$ cat src/hdl/emc_pkg.sv
package emc_pkg;

  // Default datapath width and fixed field widths
  localparam int WORD_BITS_DEF = 16;
  localparam int FIELD_W       = 16;
  localparam int CFG_IDX_W     = 2;

  // Register reset values
  localparam int RST_MODULUS   = 3571;
  localparam int RST_GENERATOR = 5;
  localparam int RST_PRIV_KEY  = 1;
  localparam int RST_EPH_KEY   = 7;

  // Configuration register indexes
  typedef enum logic [CFG_IDX_W-1:0] {
    CFG_MODULUS   = 2'd0,
    CFG_GENERATOR = 2'd1,
    CFG_PRIV_KEY  = 2'd2,
    CFG_EPH_KEY   = 2'd3
  } cfg_idx_e;

  // Multiplier operand selects
  typedef enum logic {
    A_ONE  = 1'b0,
    A_BASE = 1'b1
  } a_sel_e;

  typedef enum logic [2:0] {
    B_BASE = 3'd0,
    B_ACC  = 3'd1,
    B_GEN  = 3'd2,
    B_MSG  = 3'd3,
    B_C1   = 3'd4,
    B_C2   = 3'd5,
    B_PRIV = 3'd6
  } b_sel_e;

  // Register write-back sources
  typedef enum logic [1:0] {
    BASE_HOLD = 2'd0,
    BASE_MM   = 2'd1,
    BASE_TMP  = 2'd2
  } base_src_e;

  typedef enum logic [1:0] {
    ACC_HOLD = 2'd0,
    ACC_ONE  = 2'd1,
    ACC_MM   = 2'd2
  } acc_src_e;

  typedef enum logic [1:0] {
    RES_HOLD = 2'd0,
    RES_ZERO = 2'd1,
    RES_ACC  = 2'd2,
    RES_MM   = 2'd3
  } res_src_e;

  typedef enum logic [2:0] {
    EXP_HOLD     = 3'd0,
    EXP_SHIFT    = 3'd1,
    EXP_PRIV     = 3'd2,
    EXP_EPH      = 3'd3,
    EXP_NEG_PRIV = 3'd4,
    EXP_NEG_MM   = 3'd5
  } exp_src_e;

  // Controller to datapath command
  typedef struct packed {
    logic      load;
    logic      out_ld;
    logic      mm_start;
    a_sel_e    a_sel;
    b_sel_e    b_sel;
    logic      m_pm1;
    base_src_e base_src;
    acc_src_e  acc_src;
    logic      tmp_ld;
    res_src_e  res1_src;
    res_src_e  res2_src;
    exp_src_e  exp_src;
  } cmd_t;

  // Datapath to controller status
  typedef struct packed {
    logic mm_busy;
    logic mm_done;
    logic exp_zero;
    logic exp_lsb;
    logic exp_last;
    logic p_small;
    logic x_ge_p;
    logic dec;
  } stat_t;

endpackage

$ cat src/hdl/emc_mulmod.sv
module emc_mulmod import emc_pkg::*; #(
  parameter int W = WORD_BITS_DEF
) (
  input  logic         clk_i,
  input  logic         rst_ni,
  input  logic         start_i,
  input  logic [W-1:0] a_i,
  input  logic [W-1:0] b_i,
  input  logic [W-1:0] m_i,
  output logic         busy_o,
  output logic         done_o,
  output logic [W-1:0] res_o
);

  localparam int CW = $clog2(W + 1);

  logic [W-1:0]  a_q, b_q, m_q, acc_q, acc_d;
  logic [CW-1:0] cnt_q;
  logic          busy_q, done_q;
  logic [W+1:0]  sum, dif1, dif2, m_ext, m2_ext;

  // One bit of b per cycle, MSB first: acc = 2*acc + bit*a, reduced below m
  assign m_ext  = {2'b00, m_q};
  assign m2_ext = {1'b0, m_q, 1'b0};
  assign sum    = {1'b0, acc_q, 1'b0} + (b_q[W-1] ? {2'b00, a_q} : '0);
  assign dif1   = sum - m_ext;
  assign dif2   = sum - m2_ext;

  always_comb begin
    if (sum >= m2_ext) begin
      acc_d = dif2[W-1:0];
    end else if (sum >= m_ext) begin
      acc_d = dif1[W-1:0];
    end else begin
      acc_d = sum[W-1:0];
    end
  end

  // Sequencing
  always_ff @(posedge clk_i or negedge rst_ni) begin
    if (!rst_ni) begin
      busy_q <= 1'b0;
      done_q <= 1'b0;
      cnt_q  <= '0;
    end else begin
      done_q <= 1'b0;
      if (start_i) begin
        busy_q <= 1'b1;
        cnt_q  <= CW'(W);
      end else if (busy_q) begin
        cnt_q <= cnt_q - CW'(1);
        if (cnt_q == CW'(1)) begin
          busy_q <= 1'b0;
          done_q <= 1'b1;
        end
      end
    end
  end

  // Operands and partial result
  always_ff @(posedge clk_i) begin
    if (start_i) begin
      a_q   <= a_i;
      b_q   <= b_i;
      m_q   <= m_i;
      acc_q <= '0;
    end else if (busy_q) begin
      acc_q <= acc_d;
      b_q   <= {b_q[W-2:0], 1'b0};
    end
  end

  assign busy_o = busy_q;
  assign done_o = done_q;
  assign res_o  = acc_q;

  a_start_busy: assert property (@(posedge clk_i) disable iff (!rst_ni)
    start_i |=> busy_q)
    else $error("mulmod not busy after start");

  a_last_done: assert property (@(posedge clk_i) disable iff (!rst_ni)
    (busy_q && !start_i && cnt_q == CW'(1)) |=> (done_q && !busy_q))
    else $error("mulmod did not finish after last bit");

endmodule

$ cat src/hdl/emc_datapath.sv
module emc_datapath import emc_pkg::*; #(
  parameter int W = WORD_BITS_DEF
) (
  input  logic                 clk_i,
  input  logic                 rst_ni,
  input  logic                 cfg_we_i,
  input  logic [CFG_IDX_W-1:0] cfg_idx_i,
  input  logic [W-1:0]         cfg_data_i,
  input  logic                 req_type_i,
  input  logic [FIELD_W-1:0]   message_i,
  input  logic [FIELD_W-1:0]   cipher_first_i,
  input  logic [FIELD_W-1:0]   cipher_second_i,
  input  cmd_t                 cmd_i,
  output stat_t                stat_o,
  output logic                 was_decrypt_o,
  output logic [FIELD_W-1:0]   out_first_o,
  output logic [FIELD_W-1:0]   out_second_o
);

  logic [W-1:0] mod_q, gen_q, priv_q, eph_q;
  logic [W-1:0] msg_q, c1_q, c2_q;
  logic         dec_q;
  logic [W-1:0] base_q, acc_q, tmp_q, exp_q, res1_q, res2_q;
  logic [W-1:0] out1_q, out2_q;
  logic         out_dec_q;
  logic [W-1:0] mm_a, mm_b, mm_m, mm_res;
  logic         mm_busy, mm_done;

  // Configuration registers
  always_ff @(posedge clk_i or negedge rst_ni) begin
    if (!rst_ni) begin
      mod_q  <= W'(RST_MODULUS);
      gen_q  <= W'(RST_GENERATOR);
      priv_q <= W'(RST_PRIV_KEY);
      eph_q  <= W'(RST_EPH_KEY);
    end else if (cfg_we_i) begin
      unique case (cfg_idx_e'(cfg_idx_i))
        CFG_MODULUS:   mod_q  <= cfg_data_i;
        CFG_GENERATOR: gen_q  <= cfg_data_i;
        CFG_PRIV_KEY:  priv_q <= cfg_data_i;
        CFG_EPH_KEY:   eph_q  <= cfg_data_i;
        default: ;
      endcase
    end
  end

  // Multiplier operand selection
  assign mm_a = (cmd_i.a_sel == A_BASE) ? base_q : W'(1);
  assign mm_m = cmd_i.m_pm1 ? (mod_q - W'(1)) : mod_q;

  always_comb begin
    unique case (cmd_i.b_sel)
      B_BASE:  mm_b = base_q;
      B_ACC:   mm_b = acc_q;
      B_GEN:   mm_b = gen_q;
      B_MSG:   mm_b = msg_q;
      B_C1:    mm_b = c1_q;
      B_C2:    mm_b = c2_q;
      B_PRIV:  mm_b = priv_q;
      default: mm_b = base_q;
    endcase
  end

  emc_mulmod #(.W(W)) u_mulmod (
    .clk_i   (clk_i),
    .rst_ni  (rst_ni),
    .start_i (cmd_i.mm_start),
    .a_i     (mm_a),
    .b_i     (mm_b),
    .m_i     (mm_m),
    .busy_o  (mm_busy),
    .done_o  (mm_done),
    .res_o   (mm_res)
  );

  // Request capture
  always_ff @(posedge clk_i) begin
    if (cmd_i.load) begin
      dec_q <= req_type_i;
      msg_q <= W'(message_i);
      c1_q  <= W'(cipher_first_i);
      c2_q  <= W'(cipher_second_i);
    end
  end

  // Working registers
  always_ff @(posedge clk_i) begin
    unique case (cmd_i.base_src)
      BASE_MM:  base_q <= mm_res;
      BASE_TMP: base_q <= tmp_q;
      default:  ;
    endcase
    unique case (cmd_i.acc_src)
      ACC_ONE: acc_q <= W'(1);
      ACC_MM:  acc_q <= mm_res;
      default: ;
    endcase
    if (cmd_i.tmp_ld) begin
      tmp_q <= acc_q;
    end
    unique case (cmd_i.exp_src)
      EXP_SHIFT:    exp_q <= exp_q >> 1;
      EXP_PRIV:     exp_q <= priv_q;
      EXP_EPH:      exp_q <= eph_q;
      EXP_NEG_PRIV: exp_q <= mod_q - W'(1) - priv_q;
      EXP_NEG_MM:   exp_q <= mod_q - W'(1) - mm_res;
      default:      ;
    endcase
    unique case (cmd_i.res1_src)
      RES_ZERO: res1_q <= '0;
      RES_ACC:  res1_q <= acc_q;
      RES_MM:   res1_q <= mm_res;
      default:  ;
    endcase
    unique case (cmd_i.res2_src)
      RES_ZERO: res2_q <= '0;
      RES_ACC:  res2_q <= acc_q;
      RES_MM:   res2_q <= mm_res;
      default:  ;
    endcase
  end

  // Output beat register
  always_ff @(posedge clk_i) begin
    if (cmd_i.out_ld) begin
      out_dec_q <= dec_q;
      out1_q    <= res1_q;
      out2_q    <= res2_q;
    end
  end

  assign was_decrypt_o = out_dec_q;
  assign out_first_o   = FIELD_W'(out1_q);
  assign out_second_o  = FIELD_W'(out2_q);

  // Status
  assign stat_o.mm_busy  = mm_busy;
  assign stat_o.mm_done  = mm_done;
  assign stat_o.exp_zero = (exp_q == '0);
  assign stat_o.exp_lsb  = exp_q[0];
  assign stat_o.exp_last = ((exp_q >> 1) == '0);
  assign stat_o.p_small  = (mod_q < W'(2));
  assign stat_o.x_ge_p   = (priv_q >= mod_q);
  assign stat_o.dec      = dec_q;

endmodule

$ cat src/hdl/emc_ctrl.sv
module emc_ctrl import emc_pkg::*; (
  input  logic  clk_i,
  input  logic  rst_ni,
  input  logic  in_valid_i,
  output logic  in_ready_o,
  output logic  out_valid_o,
  input  logic  out_ready_i,
  input  stat_t stat_i,
  output cmd_t  cmd_o
);

  typedef enum logic [14:0] {
    S_IDLE   = 15'b000000000000001,
    S_CHECK  = 15'b000000000000010,
    S_XRED   = 15'b000000000000100,
    S_XRED_W = 15'b000000000001000,
    S_BRED   = 15'b000000000010000,
    S_BRED_W = 15'b000000000100000,
    S_POW    = 15'b000000001000000,
    S_MUL_W  = 15'b000000010000000,
    S_SQR    = 15'b000000100000000,
    S_SQR_W  = 15'b000001000000000,
    S_MRED   = 15'b000010000000000,
    S_MRED_W = 15'b000100000000000,
    S_FIN    = 15'b001000000000000,
    S_FIN_W  = 15'b010000000000000,
    S_OUT    = 15'b100000000000000
  } state_e;

  // Which exponentiation of an encrypt is running
  typedef enum logic [1:0] {
    PASS_PUB    = 2'd0,
    PASS_R      = 2'd1,
    PASS_SHARED = 2'd2
  } pass_e;

  state_e state_q, state_d;
  pass_e  pass_q, pass_d;
  logic   out_valid_q, out_valid_d;
  cmd_t   cmd;

  assign in_ready_o  = (state_q == S_IDLE);
  assign out_valid_o = out_valid_q;
  assign cmd_o       = cmd;

  // Sequencer
  always_comb begin
    state_d     = state_q;
    pass_d      = pass_q;
    out_valid_d = out_valid_q && !out_ready_i;
    cmd         = '0;
    unique case (state_q)
      S_IDLE: begin
        if (in_valid_i) begin
          cmd.load = 1'b1;
          state_d  = S_CHECK;
        end
      end
      S_CHECK: begin
        if (stat_i.p_small) begin
          cmd.res1_src = RES_ZERO;
          cmd.res2_src = RES_ZERO;
          state_d      = S_OUT;
        end else if (stat_i.dec) begin
          state_d = S_XRED;
        end else begin
          pass_d  = PASS_PUB;
          state_d = S_BRED;
        end
      end
      // decrypt exponent p-1-x, with x first reduced mod p-1 when x >= p
      S_XRED: begin
        if (stat_i.x_ge_p) begin
          cmd.mm_start = 1'b1;
          cmd.a_sel    = A_ONE;
          cmd.b_sel    = B_PRIV;
          cmd.m_pm1    = 1'b1;
          state_d      = S_XRED_W;
        end else begin
          cmd.exp_src = EXP_NEG_PRIV;
          state_d     = S_BRED;
        end
      end
      S_XRED_W: begin
        if (stat_i.mm_done) begin
          cmd.exp_src = EXP_NEG_MM;
          state_d     = S_BRED;
        end
      end
      // base reduced mod p, accumulator set to one
      S_BRED: begin
        cmd.mm_start = 1'b1;
        cmd.a_sel    = A_ONE;
        cmd.b_sel    = stat_i.dec ? B_C1 : B_GEN;
        state_d      = S_BRED_W;
      end
      S_BRED_W: begin
        if (stat_i.mm_done) begin
          cmd.base_src = BASE_MM;
          cmd.acc_src  = ACC_ONE;
          if (!stat_i.dec) begin
            cmd.exp_src = (pass_q == PASS_PUB) ? EXP_PRIV : EXP_EPH;
          end
          state_d = S_POW;
        end
      end
      // square-and-multiply, exponent LSB first
      S_POW: begin
        if (stat_i.exp_zero) begin
          if (stat_i.dec) begin
            state_d = S_MRED;
          end else begin
            unique case (pass_q)
              PASS_PUB: begin
                cmd.tmp_ld = 1'b1;
                pass_d     = PASS_R;
                state_d    = S_BRED;
              end
              PASS_R: begin
                cmd.res1_src = RES_ACC;
                cmd.base_src = BASE_TMP;
                cmd.acc_src  = ACC_ONE;
                cmd.exp_src  = EXP_EPH;
                pass_d       = PASS_SHARED;
                state_d      = S_POW;
              end
              default: begin
                state_d = S_MRED;
              end
            endcase
          end
        end else if (stat_i.exp_lsb) begin
          cmd.mm_start = 1'b1;
          cmd.a_sel    = A_BASE;
          cmd.b_sel    = B_ACC;
          state_d      = S_MUL_W;
        end else begin
          state_d = S_SQR;
        end
      end
      S_MUL_W: begin
        if (stat_i.mm_done) begin
          cmd.acc_src = ACC_MM;
          if (stat_i.exp_last) begin
            cmd.exp_src = EXP_SHIFT;
            state_d     = S_POW;
          end else begin
            state_d = S_SQR;
          end
        end
      end
      S_SQR: begin
        cmd.mm_start = 1'b1;
        cmd.a_sel    = A_BASE;
        cmd.b_sel    = B_BASE;
        state_d      = S_SQR_W;
      end
      S_SQR_W: begin
        if (stat_i.mm_done) begin
          cmd.base_src = BASE_MM;
          cmd.exp_src  = EXP_SHIFT;
          state_d      = S_POW;
        end
      end
      // plaintext or c2 reduced mod p, then the final product
      S_MRED: begin
        cmd.mm_start = 1'b1;
        cmd.a_sel    = A_ONE;
        cmd.b_sel    = stat_i.dec ? B_C2 : B_MSG;
        state_d      = S_MRED_W;
      end
      S_MRED_W: begin
        if (stat_i.mm_done) begin
          cmd.base_src = BASE_MM;
          state_d      = S_FIN;
        end
      end
      S_FIN: begin
        cmd.mm_start = 1'b1;
        cmd.a_sel    = A_BASE;
        cmd.b_sel    = B_ACC;
        state_d      = S_FIN_W;
      end
      S_FIN_W: begin
        if (stat_i.mm_done) begin
          if (stat_i.dec) begin
            cmd.res1_src = RES_MM;
            cmd.res2_src = RES_ZERO;
          end else begin
            cmd.res2_src = RES_MM;
          end
          state_d = S_OUT;
        end
      end
      // hand the result to the output register once it is free
      S_OUT: begin
        if (!out_valid_q || out_ready_i) begin
          cmd.out_ld  = 1'b1;
          out_valid_d = 1'b1;
          state_d     = S_IDLE;
        end
      end
      default: begin
        state_d = S_IDLE;
      end
    endcase
  end

  always_ff @(posedge clk_i or negedge rst_ni) begin
    if (!rst_ni) begin
      state_q     <= S_IDLE;
      pass_q      <= PASS_PUB;
      out_valid_q <= 1'b0;
    end else begin
      state_q     <= state_d;
      pass_q      <= pass_d;
      out_valid_q <= out_valid_d;
    end
  end

  a_no_restart: assert property (@(posedge clk_i) disable iff (!rst_ni)
    cmd.mm_start |-> !stat_i.mm_busy)
    else $error("multiplier started while busy");

  a_done_waited: assert property (@(posedge clk_i) disable iff (!rst_ni)
    stat_i.mm_done |-> (state_q == S_XRED_W || state_q == S_BRED_W ||
                        state_q == S_MUL_W || state_q == S_SQR_W ||
                        state_q == S_MRED_W || state_q == S_FIN_W))
    else $error("multiplier result arrived outside a wait state");

  a_accept_check: assert property (@(posedge clk_i) disable iff (!rst_ni)
    (in_valid_i && in_ready_o) |=> (state_q == S_CHECK))
    else $error("accepted beat did not start a request");

endmodule

$ cat src/hdl/elgamal_modexp_cipher.sv
// Work: each modular product runs in the bit-serial multiplier.
// Encrypt runs three reductions, three exponentiations (up to 2*WORD_BITS-1 products each)
// and a final product.
// Throughput: one request at a time; the next beat is taken once the result is in the
// output register, which may still be waiting on out_ready_i.
// Reset: rst_ni is asynchronous active low; configuration registers return to 3571, 5, 1 and 7.
module elgamal_modexp_cipher import emc_pkg::*; #(
  parameter int WORD_BITS = WORD_BITS_DEF
) (
  input  logic                 clk_i,
  input  logic                 rst_ni,
  input  logic                 cfg_we_i,
  input  logic [CFG_IDX_W-1:0] cfg_idx_i,
  input  logic [WORD_BITS-1:0] cfg_data_i,
  input  logic                 in_valid_i,
  output logic                 in_ready_o,
  input  logic                 req_type_i,
  input  logic [FIELD_W-1:0]   message_i,
  input  logic [FIELD_W-1:0]   cipher_first_i,
  input  logic [FIELD_W-1:0]   cipher_second_i,
  output logic                 out_valid_o,
  input  logic                 out_ready_i,
  output logic                 was_decrypt_o,
  output logic [FIELD_W-1:0]   out_first_o,
  output logic [FIELD_W-1:0]   out_second_o
);

  cmd_t  cmd;
  stat_t stat;

  emc_ctrl u_ctrl (
    .clk_i       (clk_i),
    .rst_ni      (rst_ni),
    .in_valid_i  (in_valid_i),
    .in_ready_o  (in_ready_o),
    .out_valid_o (out_valid_o),
    .out_ready_i (out_ready_i),
    .stat_i      (stat),
    .cmd_o       (cmd)
  );

  emc_datapath #(.W(WORD_BITS)) u_datapath (
    .clk_i           (clk_i),
    .rst_ni          (rst_ni),
    .cfg_we_i        (cfg_we_i),
    .cfg_idx_i       (cfg_idx_i),
    .cfg_data_i      (cfg_data_i),
    .req_type_i      (req_type_i),
    .message_i       (message_i),
    .cipher_first_i  (cipher_first_i),
    .cipher_second_i (cipher_second_i),
    .cmd_i           (cmd),
    .stat_o          (stat),
    .was_decrypt_o   (was_decrypt_o),
    .out_first_o     (out_first_o),
    .out_second_o    (out_second_o)
  );

endmodule
$ cat config.mk
export PLATFORM = sky130hd
export DESIGN_NAME = elgamal_modexp_cipher
export DESIGN_NICKNAME = d
export VERILOG_FILES = /design/src/hdl/emc_pkg.sv /design/src/hdl/emc_mulmod.sv /design/src/hdl/emc_datapath.sv /design/src/hdl/emc_ctrl.sv /design/src/hdl/elgamal_modexp_cipher.sv
export SDC_FILE = /design/constraint.sdc
export NUM_CORES = 1
export LEC_CHECK = 0
export ABC_CLOCK_PERIOD_IN_PS = 12600
export BUFFER_PORTS_ARGS = -buffer_cell sky130_fd_sc_hd__buf_2
export CAP_MARGIN = 20
export CORE_ASPECT_RATIO = 0.6
export CORE_UTILIZATION = 40
export CTS_CLUSTER_SIZE = 10
export DETAILED_ROUTE_END_ITERATION = 6
export SLEW_MARGIN = 30
export SYNTH_ARGS = -nofsm -noshare
export SYNTH_HDL_FRONTEND = slang
export SYNTH_SLANG_ARGS = --single-unit
$ cat constraint.sdc
create_clock -name clk_i -period 12.6 [get_ports clk_i]
set_input_delay 1.89 -clock clk_i [delete_from_list [all_inputs] [get_ports clk_i]]
set_output_delay 1.89 -clock clk_i [all_outputs]
set_load 0.02 [all_outputs]
; After elaboration in Yosys (flattened, before gate mapping)
; Cells that the tools add are included.
[word_totals]
register_bits = 331
input_bits = 72
output_inout_bits = 35
wordCells = 198
[classes]
addsub = 7
magnitude_cmp = 4
n_eq_ne = 53
muxes = 84
reduce_logical = 23
[op_table]
columns = cell, n
row1 = 15-bit one-hot mux with 14 select lines, 1
row2 = 15-bit 2-to-1 mux, 10
row3 = 16-bit 2-to-1 mux, 6
row4 = 16-bit one-hot mux with 3 select lines, 2
row5 = 16-bit one-hot mux with 6 select lines, 1
row6 = 16-bit one-hot mux with 5 select lines, 1
row7 = 16-bit one-hot mux with 2 select lines, 2
row8 = 16-bit subtractor, 4
row9 = 3-bit 2-to-1 mux, 11
row10 = 16-bit zero test, 2
row11 = 5-bit 2-to-1 mux, 6
row12 = 5-bit one-hot mux with 6 select lines, 1
row13 = 11-bit one-hot mux with 2 select lines, 1
row14 = 1-bit 2-to-1 mux, 19
row15 = 17-bit by 16-bit adder with 18-bit output, 1
row16 = 18-bit by 16-bit >= comparator with 1-bit output, 1
row17 = 18-bit by 17-bit >= comparator with 1-bit output, 1
row18 = 2-bit 2-to-1 mux, 9
row19 = 9-bit 2-to-1 mux, 2
row20 = 2-bit one-hot mux with 3 select lines, 3
row21 = 3-bit one-hot mux with 6 select lines, 1
row22 = 2-bit == test (second input constant), 8
row23 = 16-bit >= comparator, 1
row24 = 16-bit by 2-bit < comparator with 1-bit output (second input constant), 1
row25 = 40 further kinds, 76

; Logic depth before layout (Yosys ltp)
; Gate-level depths: netlist (run 1).
[logic_depth]
ltp_word = 7
mapped_depth = 21

; Cells and area by module
; From an unflattened synthesis (run 1), not the netlist that was laid out.
[hier_totals]
cells_unflattened = 1613
hier_area_um2 = 18561.6
[by_module_without_submodules]
columns = module, instances, cells_each, area_each_um2, seq_area_each_um2
row1 = emc_datapath, 1, 958, 12210.5, 6965.4
row2 = emc_mulmod, 1, 495, 5008.6, 1936.9
row3 = emc_ctrl, 1, 160, 1342.5, 451.7

; Least setup slack after synthesis (run 1)
; OpenSTA, ideal clock, no wires.
[synth_path]
path_kind = register to register
startpoint = register u_datapath.u_mulmod.b_q[15]
endpoint = register u_datapath.u_mulmod.acc_q[1] (netlist: u_datapath.u_mulmod.res_o[1])
setup_time_ns = 0.071
t_arrival_ns = 4.596
required_ns = 12.529
setup_slack_ns = 7.933
path_stages_with_launch = 21
n_path_buf = 2
period_less_slack_ns = 4.667
cell_sequence = edfxtp_1 -> and2_1 -> ha_1 -> fa_1 -> a211oi_1 -> o21ai_0 -> a211oi_1 -> o31ai_1 -> a21oi_1 -> xnor2_1 -> ha_1 -> nand3_1 -> or4_1 -> o31ai_1 -> nor2_1 -> o311ai_0 -> a211o_1 -> buf_2 -> buf_1 -> o211ai_1 -> a21oi_1
[synth_between]
elab_chain_len = 5
[synth_rtl]
columns = element, line_no
row1 = "start, declared", emc_mulmod.sv:17  ; logic [W-1:0] a_q, b_q, m_q, acc_q, acc_d;
row2 = "start signal, assigned", emc_mulmod.sv:64  ; b_q <= b_i;
row3 = "start signal, assigned", emc_mulmod.sv:69  ; b_q <= {b_q[W-2:0], 1'b0};
row4 = 16-bit 2-to-1 mux *, emc_mulmod.sv:25  ; assign sum = {1'b0, acc_q, 1'b0} + (b_q[W-1] ? {2'b00, a_q} : '0);
row5 = 17-bit by 16-bit adder with 18-bit output *, emc_mulmod.sv:25
row6 = 16-bit subtractor or 18-bit by 16-bit >= comparator with 1-bit output (tied branches), "emc_mulmod.sv:26, emc_mulmod.sv:32"
row7 = 16-bit 2-to-1 mux, emc_mulmod.sv:32  ; end else if (sum >= m_ext) begin
row8 = 16-bit 2-to-1 mux *, emc_mulmod.sv:30  ; if (sum >= m2_ext) begin
row9 = "end signal, assigned", emc_mulmod.sv:66  ; acc_q <= '0;
row10 = "end signal, assigned", emc_mulmod.sv:68  ; acc_q <= acc_d;
row11 = "end, declared", emc_mulmod.sv:17
; Mark *: on every way between the ends. The rest lies on a longest branch, timed or not.
; A chain may end at the register's enable or synchronous reset.

; Final worst setup path (run 1)
[layout_path]
startpoint = register u_datapath.u_mulmod.b_q[15]
endpoint = register u_datapath.u_mulmod.acc_q[0] (netlist: u_datapath.u_mulmod.res_o[0])
; The elaborated chain is that of the path after synthesis.

==> out/metrics.csv, run 1 <==
stage,metric,value,unit
power,p_switching,0.00166,W
sta,fin_worst_skew,0.0261,ns
synthesis,synthDistinctLibCells,86,
power,power-per-cell-area,216,mW/mm^2
layout,sequential_cell_area,0.00936,sq mm
min_path,holdCritPathClass,flip-flop to flip-flop,
routing,wirelength,51.9,mm
sta,tightest_slew,0.949,ns
worst_setup_path,critical_path_arrival,6.09,ns
placed_design,place.detailed.hpwl,38.4,mm
sta,finalSetupViolations,0,
global_route,grt_first_pass_wirelength,77.9,mm
routing,first_iter_violations,1340,
floorplanning,core.rowCount,59,
status,status,completed,
floorplanning,starting_utilization_of_the_core_area,0.405,
power,post-layout-total-power,0.00429,W
sta,rsz_0062_raised_after_global_routing,no,
clock_tree,cts_made_buffers,39,
global_route,grt_max_degree,69,
job,maxCapViolCount,0,
placed_design,placed_cells,2155,
floorplanning,core,0.0433,sq mm
layout,area_growth,13.4,%
synthesis,yosys-mux-area-fraction,0.0590,
global_route,grt_use_total,0.235,
clock_tree,worstSkewPairLatency,0.55,ns
routing,dr_total_vias,12868,
floorplanning,die_area,0.0448,sq mm
worst_setup_path,critical_path_class,flip-flop to flip-flop,
layout,multiInputGateArea,0.00776,sq mm
synthesis,post_synthesis_instance_area,0.0176,sq mm
synthesis,number_of_warnings_issued_by_yosys,0,
worst_setup_path,cp.buffers_inverters,0,
synthesis,syn-num-nets,1677,
synthesis,sequential_area_share_after_synthesis,0.532,
power,seqPwrFrac,0.358,
clock_tree,cts.path.max_buffers,3,
layout,final_cells,2228,
worst_setup_path,timing.critical_path.slowest_cell_delay,0.66,ns
clock_tree,post_cts_resized,0,
sta,post-route-period-util,0.447,
layout,antenna-diode-count,0,
power,power_frac_comb,0.393,
clock_tree,clk_root_buffer_cell,sky130_fd_sc_hd__clkbuf_16,
layout,net_count_of_the_finished_layout,1781,
routing,remaining_drc_errors,0,
power,power.clock.fraction,0.249,
power,p_int,0.00264,W
clock_tree,clock-sinks,331,
floorplanning,die_h,164,microns
worst_setup_path,setup.worst_path.end_class,flip-flop,
routing,via_per_instance_ratio,5.78,
global_route,grt_antenna_before_repair,3,
synthesis,number_of_enable_flip_flop_cells_after_synthesis,226,
power,vdd_drop_max,125,uV
clock_tree,h-tree-depth,2,
floorplanning,fp.dieW,273,microns
worst_setup_path,cpMostUsedCell,sky130_fd_sc_hd__a211oi_1,
layout,drive_gt1_frac,0.180,
power,leakagePower,8.01,nW
global_route,grt_total_ovfl,0,
routing,final_antenna_net_count,0,
clock_tree,tritoncts,yes,
worst_setup_path,crit_chain,and2_1 > ha_1 > fa_1 > a211oi_1 > o21ai_0 > a211oi_1 > o31ai_1 > a21oi_1 > xnor2_1 > ha_1 > nand3_1 > or4_1 > o31ai_1 > nor2_1 > o311ai_0 > a211o_1 > nor2_1 > mux2_2 > a211oi_1,
synthesis,ys.flop_type,sky130_fd_sc_hd__edfxtp_1,
synthesis,post_synth_fa_ha_maj_area_fraction,0.0665,
synthesis,synth_simple_gate_area_share,0.129,
synthesis,asyncSetResetFlopFracSynth,0.269,
worst_setup_path,cp_top_family,compound AO/OA/AOI/OAI gates,
worst_setup_path,cp_data_required_time,13.06,ns
floorplanning,i_o_pins,107,
worst_setup_path,critical_path_peak_fanout,21,
routing,drt_first_pass_iters,7,
clock_tree,worst_setup_hold_path_clk_slew,0.07,ns
sta,max_clock_freq,178,MHz
routing,detail_route.wl_per_cell,23.3,microns
clock_tree,cts_post_setup_buffers_inserted,0,
synthesis,synthesized_area_divided_by_synthesized_cell_count,11.6,sq um
synthesis,synth_compound_gate_area_share,0.141,
sta,worst_slew_margin_rel,0.366,
sta,maxSlewViolCount,0,
worst_setup_path,start_kind,flip-flop,
placed_design,gp_congestion,0.912,
worst_setup_path,critical-path-slowest-cell,sky130_fd_sc_hd__a211o_1,
synthesis,synth_top_family_by_area,compound AO/OA/AOI/OAI gates,
sta,fin_crit,5.63,ns
global_route,first_global_vias,12001,
synthesis,post_synth_xor_area_fraction,0.0424,
layout,fill_cells,4009,
sta,hold_viol,0,
synthesis,syn-instance-count,1514,
power,switching_portion_of_total_power,0.385,
placed_design,buffer_ports.inserted,106,
synthesis,synth_seq_cells,331,
sta,timing.setup.tns,0,ns
clock_tree,postCtsHoldBufs,0,
==> power by group through the flow <==
stage	Clock [W]	Sequential, W	Combinational [W]
4_1_cts	0.00108	0.00153	0.00165
2_1_floorplan	0	0.00145	0.00120
3_5_place_dp	0	0.00155	0.00164
3_3_place_gp	0	0.00155	0.00163
6_report	0.00107	0.00154	0.00169
5_1_grt	0.00113	0.00155	0.00184
==> final cells by class <==
type                    instances  share of cell area
clock buffers                  69              0.0573
clock inverters                 3             0.00151
inverters                      60              0.0113
multi-input cells            1061               0.390
flip-flops and latches        331               0.470
well taps                     579              0.0364
repair buffers                125              0.0343
==> cells in the mapped netlist (30+ instances only) <==
cell type,count,share of area
sky130_fd_sc_hd__a221oi_1,32,0.016
sky130_fd_sc_hd__and2_1,67,0.024
sky130_fd_sc_hd__o21ai_0,62,0.018
sky130_fd_sc_hd__clkbuf_1,40,0.0085
sky130_fd_sc_hd__a21oi_1,67,0.019
sky130_fd_sc_hd__dfrtp_1,73,0.10
sky130_fd_sc_hd__ha_1,87,0.062
sky130_fd_sc_hd__edfxtp_1,226,0.39
sky130_fd_sc_hd__inv_1,58,0.012
sky130_fd_sc_hd__mux2_2,77,0.049
sky130_fd_sc_hd__xnor2_1,61,0.030
sky130_fd_sc_hd__a21o_1,30,0.013
sky130_fd_sc_hd__nor2_1,93,0.020
sky130_fd_sc_hd__nand2_1,120,0.026
==> per-layer routing <==
metal | track usage | share of wire | up-vias
met2 | 0.296 | 0.37 | 540
met4 | 0.0411 | 0.014 | 0
met3 | 0.0826 | 0.11 | 51
li1 | - | - | 5890
met5 | 0 | 0 | -
met1 | 0.377 | 0.50 | 6387
==> metrics by stage <==
| stage | hold WS [ns] | area, sq um | setup WS [ns] | util |
|---|---|---|---|---|
| after CTS | 0.411 | 19900 | 7.03 | 0.459 |
| after global placement | 0.406 | 18700 | 7.19 | 0.432 |
| after global routing | 0.418 | 19900 | 6.45 | 0.460 |
| after detailed placement | 0.405 | 18700 | 7.06 | 0.432 |
| after floorplan | 0.400 | 17600 | 7.93 | - |
| final | 0.404 | 19900 | 6.97 | 0.460 |
==> flip-flops by register name, summed over array words and instances (netlist names), 16 cells and up <==
register / count
u_datapath.gen_q: 16
u_datapath.u_mulmod.m_q: 16
u_datapath.res2_q: 16
u_datapath.priv_q: 16
u_datapath.u_mulmod.res_o: 16
u_datapath.tmp_q: 16
u_datapath.res1_q: 16
u_datapath.acc_q: 16
u_datapath.eph_q: 16
u_datapath.u_mulmod.a_q: 16
u_datapath.mod_q: 16
u_datapath.exp_q: 16
u_datapath.msg_q: 16
u_datapath.out_second_o: 16
u_datapath.out_first_o: 16
u_datapath.c2_q: 16
u_datapath.base_q: 16
u_datapath.u_mulmod.b_q: 16
u_datapath.c1_q: 16
==> path summary, 6_finish.rpt <==
kind	startpoint	end	depth (start not counted)	slack [ns]
max	u_datapath.u_mulmod.b_q[15]	u_datapath.u_mulmod.res_o[0]	19	6.97
min	u_datapath.res1_q[15]	u_datapath.out_first_o[15]	0	0.40
max reg2reg	u_datapath.u_mulmod.b_q[15]	u_datapath.u_mulmod.res_o[0]	19	6.97
min reg2reg	u_datapath.res1_q[15]	u_datapath.out_first_o[15]	0	0.40
max in group asynchronous	rst_ni	u_datapath.u_mulmod.busy_o	2	10.36
min in group asynchronous	rst_ni	u_ctrl.state_q[9]	1	1.22
==> logic make-up (layout without fill, tap and decap cells) <==
family                     count (synthesis)  after routing
and+or+nand+nor                          439            439
AOI/OAI and AO/OA                        352            352
DFF                                      331            331
buffers and inverters                    122            257
muxes                                     94             94
adders and majority gates                 91             91
xor gates and xnor gates                  85             85
==> cells in the final DEF (no fill, tap or decap), types with 25 or more instances in the layout <==
cell type,n
sky130_fd_sc_hd__edfxtp_1,226
sky130_fd_sc_hd__nand2_1,120
sky130_fd_sc_hd__buf_2,105
sky130_fd_sc_hd__nor2_1,91
sky130_fd_sc_hd__ha_1,87
sky130_fd_sc_hd__mux2_2,77
sky130_fd_sc_hd__dfrtp_1,72
sky130_fd_sc_hd__a21oi_1,67
sky130_fd_sc_hd__and2_1,66
sky130_fd_sc_hd__o21ai_0,62
sky130_fd_sc_hd__xnor2_1,61
sky130_fd_sc_hd__inv_1,58
sky130_fd_sc_hd__clkbuf_16,41
sky130_fd_sc_hd__a221oi_1,32
sky130_fd_sc_hd__a21o_1,30
sky130_fd_sc_hd__clkbuf_1,27
sky130_fd_sc_hd__nand3_1,25
sky130_fd_sc_hd__nor3_1,25
Note: power is estimated with default switching activity, not from simulation.
==> run 2, diff against run 1 <==
--- a/config.mk
+++ b/config.mk
@@ -5,7 +5,7 @@
 export SDC_FILE = /design/constraint.sdc
 export NUM_CORES = 1
 export LEC_CHECK = 0
-export ABC_CLOCK_PERIOD_IN_PS = 12600
+export ABC_CLOCK_PERIOD_IN_PS = 4960
 export BUFFER_PORTS_ARGS = -buffer_cell sky130_fd_sc_hd__buf_2
 export CAP_MARGIN = 20
 export CORE_ASPECT_RATIO = 0.6
==> constraint.sdc (replaced) <==
create_clock -name clk_i -period 4.96 [get_ports clk_i]
set_input_delay 0.744 -clock clk_i [delete_from_list [all_inputs] [get_ports clk_i]]
set_output_delay 0.744 -clock clk_i [all_outputs]
set_load 0.02 [all_outputs]
==> run 2 against run 1 <==
  * Combinational power rose to 2.9 times the previous value
  * Sequential share of layout area decreased by 1.1 points
  * Core utilization grew 1.0 points
  * Via count is 2.4% higher
  * Setup slack worse by 6.8 ns
  * Clock power grew to 2.5 times the previous value
  * Fmax up 19%
  * Critical path type unchanged
  * Critical endpoint is now u_datapath.u_mulmod.res_o[10]
==> out/metrics.csv, run 2 (synthesis results as in run 1) <==
stage,metric,value,unit
placed_design,placed_cells,2194,
worst_setup_path,timing.reg2reg.setup_slack,0.22,ns
floorplanning,die_h,164,microns
routing,final_antenna_net_count,0,
floorplanning,core.rowCount,59,
sta,max_clock_freq,211,MHz
global_route,grt_use_total,0.236,
placed_design,buffer_ports.inserted,106,
clock_tree,h-tree-depth,2,
layout,layout.cells.most_common,sky130_fd_sc_hd__edfxtp_1,
routing,dr_total_vias,13173,
sta,worst_slack,0.217,ns
clock_tree,worst_setup_hold_path_clk_slew,0.06,ns
placed_design,gp_congestion,0.893,
sta,hold_viol,0,
job,maxCapViolCount,0,
placed_design,place_area,0.0190,sq mm
power,p_switching,0.00440,W
worst_setup_path,crit-reg2reg-launch,u_datapath.u_mulmod.b_q[15],
global_route,first_global_vias,12411,
layout,final_cells,2273,
clock_tree,cts.path.max_buffers,3,
sta,fin_crit,4.74,ns
layout,multiInputGateArea,0.00787,sq mm
power,seqPwrFrac,0.331,
worst_setup_path,critical-path-slowest-cell,sky130_fd_sc_hd__a2111oi_4,
status,status,completed,
power,leakagePower,8.29,nW
sta,maxSlewViolCount,0,
layout,most-common-layout-cells,"sky130_fd_sc_hd__edfxtp_1, sky130_fd_sc_hd__nand2_1, sky130_fd_sc_hd__buf_2",
floorplanning,starting_utilization_of_the_core_area,0.405,
sta,finalSetupViolations,0,
clock_tree,cts_made_buffers,39,
routing,drt_first_pass_iters,5,
sta,post-route-period-util,0.956,
worst_setup_path,critical_path_peak_fanout,15,
worst_setup_path,timing.critical_path.slowest_cell_delay,0.50,ns
worst_setup_path,start_kind,flip-flop,
min_path,holdCritPathClass,input port to asynchronous set/reset pin,
layout,area_growth,15.9,%
placed_design,place.detailed.hpwl,39.5,mm
floorplanning,i_o_pins,107,
layout,sequential_cell_area,0.00935,sq mm
power,power.clock.fraction,0.235,
power,p_int,0.00701,W
worst_setup_path,cp.buffers_inverters,2,
worst_setup_path,cp_data_required_time,5.33,ns
global_route,grt_first_pass_wirelength,78.0,mm
sta,worst_slew_margin_rel,0.361,
routing,remaining_drc_errors,0,
clock_tree,tritoncts,yes,
power,vdd_drop_max,324,uV
worst_setup_path,crit_chain,buf_4 > and2_1 > ha_1 > o21ai_0 > o21bai_1 > a21oi_2 > o21a_1 > nand4b_1 > nand3_2 > ha_1 > or4_1 > o21ai_1 > nor2_1 > a2111oi_4 > buf_4 > mux2_2 > mux2i_1 > a211oi_1,
power,power-per-cell-area,560,mW/mm^2
layout,drive_gt1_frac,0.211,
worst_setup_path,critical_path_class,flip-flop to flip-flop,
routing,via_per_instance_ratio,5.80,
sta,tightest_slew,0.950,ns
power,power_frac_comb,0.434,
routing,wirelength,52.5,mm
worst_setup_path,cp_top_family,compound AO/OA/AOI/OAI gates,
power,switching_portion_of_total_power,0.386,
layout,net_count_of_the_finished_layout,1825,
routing,detail_route.wl_per_cell,23.1,microns
worst_setup_path,setup.worst_path.end_class,flip-flop,
clock_tree,worstSkewPairLatency,0.55,ns
routing,first_iter_violations,1492,
global_route,grt_max_degree,50,
worst_setup_path,r2r_cells,18,
global_route,grt_total_ovfl,0,
sta,fin_worst_skew,0.0321,ns
layout,layout.cell_area.non_filler,0.0204,sq mm
placed_design,pre_cts_ws,-0.00106,ns
worst_setup_path,rr_endpoint,u_datapath.u_mulmod.res_o[10],
floorplanning,fp.dieW,273,microns
floorplanning,core,0.0433,sq mm
clock_tree,postCtsHoldBufs,0,
floorplanning,die_area,0.0448,sq mm
clock_tree,clk_root_buffer_cell,sky130_fd_sc_hd__clkbuf_16,
worst_setup_path,critical_path_arrival,5.12,ns
sta,whs,0.206,ns
global_route,grt_antenna_before_repair,0,
clock_tree,clock-sinks,331,
layout,fill_cells,3903,
==> run 2: per-layer routing <==
layer | vias up | track usage | part of all wire
li1 | 5984 | - | -
met1 | 6503 | 0.378 | 0.50
met2 | 621 | 0.296 | 0.37
met3 | 65 | 0.0785 | 0.12
met4 | 0 | 0.0478 | 0.016
met5 | - | 0 | 0
==> run 2: cell type report <==
cell class              instances  area share
diodes                          1    0.000123
repair buffers                169      0.0498
multi-input cells            1061       0.386
clock buffers                  69      0.0555
well taps                     579      0.0356
inverters                      60      0.0111
flip-flops and latches        331       0.459
clock inverters                 3     0.00252
==> run 2: worst max path at each step <==
stage | start | to | slack, ns | cells after the start
4_1_cts | u_datapath.u_mulmod.b_q[15] | u_datapath.u_mulmod.res_o[15] | 0.05 | 19
6_report | u_datapath.u_mulmod.b_q[15] | u_datapath.u_mulmod.res_o[10] | 0.22 | 18
2_1_floorplan | u_datapath.u_mulmod.b_q[15] | u_datapath.u_mulmod.res_o[1] | 0.29 | 20
3_3_place_gp | u_datapath.u_mulmod.b_q[15] | u_datapath.u_mulmod.res_o[7] | 0.09 | 18
3_5_place_dp | u_datapath.u_mulmod.b_q[15] | u_datapath.u_mulmod.res_o[15] | -0.001 | 19
5_1_grt | u_datapath.u_mulmod.b_q[15] | u_datapath.u_mulmod.res_o[11] | -0.02 | 18
==> run 2: repair_timing <==
item,4_1_cts,5_1_grt
buffers inserted,0,4
gates cloned,0,1
gates resized for setup,2,26
endpoints found under the setup margin,2,22
pin swaps,0,4
==> run 2: power by group through the flow <==
stage          sequential, W  clock, W  combinational, W
3_3_place_gp         0.00380         0           0.00458
2_1_floorplan        0.00368         0           0.00306
3_5_place_dp         0.00381         0           0.00462
5_1_grt              0.00380   0.00285           0.00533
4_1_cts              0.00376   0.00271           0.00466
6_report             0.00378   0.00268           0.00495
==> run 2: stage by stage <==
step                utilization  setup TNS [ns]  power [W]
CTS                       0.466               0     0.0111
global placement          0.439               0    0.00838
floorplan                     -               0    0.00674
global route              0.470         -0.0380     0.0120
detailed placement        0.439        -0.00106    0.00842
finish                    0.470               0     0.0114
